--- src/rtl/core/fas_pkg.sv ---
// ----------------------------------------------------------------------------
// fas_pkg: shared types and constants for the float32 adder/subtractor
// Stage payload structs and field widths.
// ----------------------------------------------------------------------------
package fas_pkg;

  localparam int unsigned ZERO_LZ = 26;

  typedef struct packed {
    logic        op;
    logic [31:0] operand_a;
    logic [31:0] operand_b;
  } in_payload_t;

  typedef struct packed {
    logic [31:0] sum_bits;
  } out_payload_t;

  // after alignment
  typedef struct packed {
    logic        same_sign;
    logic        ss;
    logic [7:0]  es;
    logic [23:0] ms;
    logic [26:0] mia;
    logic        tst;
  } s1_t;

  // after add/subtract
  typedef struct packed {
    logic        ss;
    logic [7:0]  es;
    logic [27:0] mye;
  } s2_t;

  // after leading-zero count
  typedef struct packed {
    logic        ss;
    logic [7:0]  es;
    logic [27:0] mye;
    logic [4:0]  lz;
    logic        fc;
  } s3_t;

endpackage

--- src/rtl/core/fas_stream_if.sv ---
// ----------------------------------------------------------------------------
// fas_stream_if: valid/ready channel
// Carries one item of parametrized payload type.
// ----------------------------------------------------------------------------
interface fas_stream_if #(parameter type payload_t = logic);
  logic     valid;
  logic     ready;
  payload_t data;

  modport source (output valid, output data, input ready);
  modport sink (input valid, input data, output ready);
endinterface

--- src/rtl/core/fas_align.sv ---
// ----------------------------------------------------------------------------
// fas_align: operand swap and significand alignment
// Combinational first-stage logic: picks larger magnitude, aligns smaller.
// ----------------------------------------------------------------------------
module fas_align (
  input  logic           op,
  input  logic [31:0]    operand_a,
  input  logic [31:0]    operand_b,
  output fas_pkg::s1_t   result
);
  logic [31:0] yb;
  logic [7:0]  e1, e2, diff;
  logic [23:0] m1a, m2a, msmall;
  logic [7:0]  esmall;
  logic        a_big;
  logic [55:0] wide, shifted;

  always_comb begin
    yb = operand_b ^ {op, 31'b0};
    e1 = operand_a[30:23];
    e2 = yb[30:23];
    m1a = {1'b1, operand_a[22:0]};
    m2a = {1'b1, yb[22:0]};
    a_big = operand_a[30:0] > yb[30:0];
    diff = (e1 > e2) ? (e1 - e2) : (e2 - e1);
    msmall = a_big ? m2a : m1a;
    esmall = a_big ? e2 : e1;
    wide = (esmall == 8'd0) ? 56'd0 : {1'b0, msmall, 31'b0};
    shifted = (diff < 8'd64) ? (wide >> diff) : 56'd0;
    result.same_sign = operand_a[31] == yb[31];
    result.ss = a_big ? operand_a[31] : yb[31];
    result.es = a_big ? e1 : e2;
    result.ms = a_big ? m1a : m2a;
    result.mia = shifted[55:29];
    result.tst = |shifted[28:0];
  end
endmodule

--- src/rtl/core/fas_norm.sv ---
// ----------------------------------------------------------------------------
// fas_norm: normalize and round
// Combinational last-stage logic: shift by leading zeros, round, pack.
// ----------------------------------------------------------------------------
module fas_norm (
  input  fas_pkg::s3_t  s,
  output logic [31:0]   sum_bits
);
  logic [1:0]  lzlo;
  logic [2:0]  lzhi;
  logic [27:0] myf, my;
  logic [4:0]  low5;
  logic        gb;
  logic [7:0]  eyd, eye, eyr;
  logic [8:0]  eyf, eyfi;

  always_comb begin
    lzlo = s.lz[1:0];
    lzhi = s.lz[4:2];
    myf = s.mye << lzlo;
    low5 = s.mye[4:0];
    case (lzlo)
      2'd0: gb = low5[3] & (low5[4] | (|low5[2:0]));
      2'd1: gb = low5[2] & (low5[3] | (|low5[1:0]));
      2'd2: gb = low5[1] & (low5[2] | low5[0]);
      default: gb = low5[0] & low5[1];
    endcase
    eyd = s.fc ? (s.es + 8'd1) : s.es;
    if (lzhi == 3'd0) begin
      my = myf + {23'd0, gb, 4'd0};
      eye = eyd;
    end else begin
      my = myf << {lzhi, 2'b00};
      eye = s.es;
    end
    eyf = {1'b0, eye} - {4'd0, s.lz};
    eyfi = eyf + 9'd1;
    if (eyfi[8] || s.lz == 5'(fas_pkg::ZERO_LZ)) eyr = 8'd0;
    else eyr = eyfi[7:0];
    sum_bits = {s.ss, eyr, my[26:4]};
  end
endmodule

--- src/rtl/core/float32_add_sub.sv ---
// ----------------------------------------------------------------------------
// float32_add_sub: single-precision adder/subtractor
// Throughput one item per cycle while the output is taken.
// Stages: align, add, leading-zero count, normalize/round into output register.
// The whole pipeline stalls together when the output is not taken.
// Synchronous reset clears all stage valid bits; no state links items.
// ----------------------------------------------------------------------------
module float32_add_sub (
  input  logic  clk,
  input  logic  rst,
  fas_stream_if.sink   in_if,
  fas_stream_if.source out_if
);
  logic         v1, v2, v3, v4;
  fas_pkg::s1_t s1, s1_next;
  fas_pkg::s2_t s2;
  fas_pkg::s3_t s3;
  logic [31:0]  res_next, res;
  logic         advance;
  logic [27:0]  sum;
  logic [4:0]   lz;

  assign advance = !v4 || out_if.ready;
  assign in_if.ready = advance && !rst;
  assign out_if.valid = v4;
  assign out_if.data.sum_bits = res;

  fas_align u_align (
    .op(in_if.data.op), .operand_a(in_if.data.operand_a),
    .operand_b(in_if.data.operand_b), .result(s1_next));

  always_comb begin
    if (s1.same_sign)
      sum = {1'b0, s1.ms, 3'b0} + {s1.mia, s1.tst};
    else
      sum = {1'b0, s1.ms, 3'b0} - {s1.mia, s1.tst};
  end

  // priority count over the 26 upper bits
  always_comb begin
    lz = 5'(fas_pkg::ZERO_LZ);
    for (int i = 0; i < 26; i++)
      if (s2.mye[2 + i]) lz = 5'(25 - i);
  end

  fas_norm u_norm (.s(s3), .sum_bits(res_next));

  always_ff @(posedge clk) begin
    if (rst) begin
      v1 <= 1'b0; v2 <= 1'b0; v3 <= 1'b0; v4 <= 1'b0;
    end else if (advance) begin
      v1 <= in_if.valid; v2 <= v1; v3 <= v2; v4 <= v3;
    end
    if (advance) begin
      s1 <= s1_next;
      s2.ss <= s1.ss;
      s2.es <= s1.es;
      s2.mye <= sum;
      s3.ss <= s2.ss;
      s3.es <= s2.es;
      s3.mye <= s2.mye;
      s3.lz <= lz;
      s3.fc <= (s2.mye[25:2] == 24'hffffff) && !s2.mye[27] &&
               (s2.mye[26] || s2.mye[1]);
      res <= res_next;
    end
  end
endmodule

--- src/flat_wrapper.sv ---
// flat-port wrapper written by rule: the top's interface ports become plain ports
module float32_add_sub_flat 
  (clk, rst, in_if_valid, in_if_data, in_if_ready, out_if_valid, out_if_data, out_if_ready);
  fas_stream_if #(.payload_t(fas_pkg::in_payload_t)) in_if_i ();
  fas_stream_if #(.payload_t(fas_pkg::out_payload_t)) out_if_i ();
  input  logic clk;
  input  logic rst;
  input wire logic [$bits(in_if_i.valid)-1:0] in_if_valid;
  input wire logic [$bits(in_if_i.data)-1:0] in_if_data;
  output wire logic [$bits(in_if_i.ready)-1:0] in_if_ready;
  output wire logic [$bits(out_if_i.valid)-1:0] out_if_valid;
  output wire logic [$bits(out_if_i.data)-1:0] out_if_data;
  input wire logic [$bits(out_if_i.ready)-1:0] out_if_ready;
  assign in_if_i.valid = in_if_valid;
  assign in_if_i.data = in_if_data;
  assign in_if_ready = in_if_i.ready;
  assign out_if_valid = out_if_i.valid;
  assign out_if_data = out_if_i.data;
  assign out_if_i.ready = out_if_ready;
  float32_add_sub u_core (.clk(clk), .rst(rst), .in_if(in_if_i), .out_if(out_if_i));
endmodule
--- config.mk ---
export PLATFORM = sky130hd
export DESIGN_NAME = float32_add_sub_flat
export DESIGN_NICKNAME = d
export VERILOG_FILES = /design/src/rtl/core/fas_pkg.sv /design/src/rtl/core/fas_stream_if.sv /design/src/rtl/core/fas_align.sv /design/src/rtl/core/fas_norm.sv /design/src/rtl/core/float32_add_sub.sv /design/src/flat_wrapper.sv
export SDC_FILE = /design/constraint.sdc
export NUM_CORES = 1
export LEC_CHECK = 0
export BUFFER_PORTS_ARGS = -buffer_cell sky130_fd_sc_hd__buf_4
export CAP_MARGIN = 20
export CORE_MARGIN = 1
export CORE_UTILIZATION = 35
export CTS_CLUSTER_SIZE = 25
export DETAILED_ROUTE_END_ITERATION = 7
export PLACE_DENSITY = 0.59
export SKIP_CTS_REPAIR_TIMING = 1
export SYNTH_ARGS = -nofsm -noshare
export SYNTH_HDL_FRONTEND = slang
export SYNTH_SLANG_ARGS = --single-unit
--- constraint.sdc ---
create_clock -name clk -period 4.8 [get_ports clk]
set_input_delay 0.96 -clock clk [delete_from_list [all_inputs] [get_ports clk]]
set_output_delay 0.96 -clock clk [all_outputs]
set_load 0.01 [all_outputs]
==> summary.md <==
| Metric | Value |
|---|---|
| Chip Width | 204 um |
| Number of global-route vias before repair | 11900 |
| CP Buf/Inv Count | 2 |
| Worst slew margin | 0.372 |
| Final instance area | 17200 um^2 |
| Endpoints failing setup | 0 |
| EDFF count, synth | 171 |
| Clock Skew | 0.00994 ns |
| Post-Syn Area | 14200 um^2 |
| Total gr overflow | 0 |
| Initial core utilization | 0.357 |
| Yosys warnings | 0 |
| RePlAce Congestion | 0.931 |
| Final ANT Viol Nets | 0 |
| Final hold vios | 0 |
| Syn Area/Cell | 9.58 um^2 |
| Clock Sinks | 175 |
| Pre-CTS WS | -0.184 ns |
| IO buf count | 102 |
| Period utilisation layout | 0.946 |
| CTS Buf Count | 17 |
| Wirelength per Cell | 17.5 um |
| Largest net degree at the start of global routing | 172 |
| Initial DRC count | 573 |
| Post-synthesis sequential area ratio | 0.366 |
| Leakage | 7.09 nW |
| Synth Instances | 1488 |
| Setup crit start kind | primary input |
| CP Data Arrival Time | 4.72 ns |
| Post-synthesis register bit count | 175 |
| Tmin final | 4.54 ns |
| Dpl cell area | 16700 um^2 |
| Area of the die | 41500 um^2 |
| Max stage delay cell, worst path | nor4_1 |
| Antenna diode count | 0 |
| CP endpoint kind | register |
| Row cnt | 73 |
| Core area | 39900 um^2 |
| Clock Latency Late Sink | 0.44 ns |
| Worst vdd ir | 288 uV |
| Worst-path fanout max | 6 |
| Number of H-tree levels | 4 |
| RSZ-0062 raised after global routing | no |
| Die height | 204 um |
| Layout cells sized above 1 | 0.227 |
| Status | finished, final reports clean |
| Crit-path cells | buf_4, inv_1, ha_1, a211o_1, a21o_1, o211a_4, nor2_2, mux4_2, mux2i_1, a21oi_1, a221oi_1, o2111ai_1, nor4_1, a41oi_1, o211a_1 |
| Max incr delay on CP | 0.42 ns |
| DRC violations left | 0 |
| Final net count | 1878 |
| Via/cell ratio | 5.37 |
| Initial antenna violation count | 0 |
| Asr flop ratio synth | 0 |
| Max Cap Viol | 0 |
| CP Data Required Time | 4.99 ns |
| Core Util, Final | 0.432 |
| Synth cell types | 93 |
| GRT Util Overall | 0.190 |
| Via count | 12000 |
| Total power | 0.00751 W |
| Slew of the pin with the lowest slew margin | 0.943 ns |
| TritonCTS clock tree | done |
| Drt first pass iters | 5 |
| Final WS setup | 0.261 ns |
| Fillcell total | 3881 |
| Syn nets | 1662 |
| Dominant synthesized flop cell | edfxtp_1 |
| Clock Path Buffers | 2 |
| Clock edge transition at the registers on the reported setup and hold paths | 0.06 ns |
| Worst min path class | register to register |
| Detailed Route WL | 39.3 mm |
| Top delay family on crit path | compound AO/OA/AOI/OAI gates |
| Final HPWL DP | 31.7 mm |
| First-pass GRT wire length | 62.2 mm |
| WS Path Type | primary input to register |
| F_max | 220 MHz |
| Clock Root Buffer | clkbuf_16 |
| PD cells | 436 nW/um^2 |
| Area Growth Syn to Fin | 20.9% |
| Pins over their slew limit | 0 |
| Num ports | 103 |
## synthesized netlist by cell type, types with 38 or more instances
master | n | area [um^2]
a21oi_1 | 115 | 576
clkbuf_1 | 40 | 150
edfxtp_1 | 171 | 5130
ha_1 | 101 | 1260
inv_1 | 105 | 394
mux2i_1 | 51 | 510
mux4_2 | 39 | 878
nand2_1 | 135 | 507
nor2_1 | 118 | 443
nor3_1 | 47 | 235
o21ai_0 | 97 | 485
xnor2_1 | 38 | 333
## kinds of logic (layout without fill, tap and decap cells)
kind of cell / count (synthesis) / after routing / synth area share
simple gates: 467 / 467 / 0.157
compound gates: 390 / 390 / 0.177
buf+inv: 177 / 405 / 0.0508
flops: 175 / 175 / 0.366
mux: 108 / 108 / 0.113
fa+ha+maj: 105 / 105 / 0.0943
xor+xnor: 66 / 66 / 0.0421
## metrics by stage
step,hold WS (ns),TNS (ns),cells
2_1_floorplan,0.400,0,1488
3_3_place_gp,0.402,-0.0991,2210
3_5_place_dp,0.407,-0.184,2210
4_1_cts,0.422,0,2241
5_1_grt,0.426,0,2241
6_report,0.420,0,2241
## state kept, by name, indices dropped and copies added (netlist names)
signal               cells
u_core.s1               60
u_core.out_if.valid      1
u_core.v3                1
u_core.s2               37
u_core.out_if.data      32
u_core.v2                1
u_core.s3               42
u_core.v1                1
## layout by cell type, fill, tap and decap left out, types with 23 or more instances in the layout
master,synthesis,layout
edfxtp_1,171,171
nand2_1,135,135
xor2_1,25,25
ha_1,101,100
a21oi_1,115,115
mux4_2,39,39
o21ai_0,97,97
nand3_1,31,31
xnor2_1,38,37
a211oi_1,23,23
nor3_1,47,47
mux2i_1,51,51
inv_1,105,104
nor2_1,118,118
buf_4,4,261
## worst paths after layout
kind / startpoint / to / slack (ns) / cells after the start
worst max-delay path: in_if_data[28] / u_core.s1[0]$_DFFE_PN_ / 0.26 / 15
worst min-delay path: u_core.s2[34]$_DFFE_PN_ / u_core.s3[40]$_DFFE_PN_ / 0.42 / 0
worst max register to register: u_core.s1[28]$_DFFE_PN_ / u_core.s2[20]$_DFFE_PN_ / 1.04 / 12
worst min register to register: u_core.s2[34]$_DFFE_PN_ / u_core.s3[40]$_DFFE_PN_ / 0.42 / 0
## area by class of cell
cell class | instances | area [um^2] | area share
Multi-Input combinational cell | 1136 | 8330 | 0.484
Sequential cell | 175 | 5220 | 0.303
Clock inverter | 11 | 118 | 0.00683
Inverter | 108 | 409 | 0.0238
Tap cell | 525 | 657 | 0.0381
Timing Repair Buffer | 266 | 2060 | 0.120
Clock buffer | 20 | 437 | 0.0253
## layer usage
metal  global-route usage  routed length (um)  up-vias  share of wire
met3               0.0221                1220       73          0.031
met1                0.228               16800     5700           0.43
li1                     -                   -     5951              -
met5                    0                   0        -              0
met4               0.0889                1550        0          0.039
met2                0.338               19700      304           0.50
## where the power goes
group	switching, W	total, W	internal (W)	leakage [nW]
sequential	0.000321	0.00257	0.00225	1.92
combinational	0.00198	0.00362	0.00164	4.91
clock	0.000557	0.00132	0.000759	0.260
total	0.00286	0.00751	0.00465	7.09
Note: power is estimated with default switching activity, not from simulation.
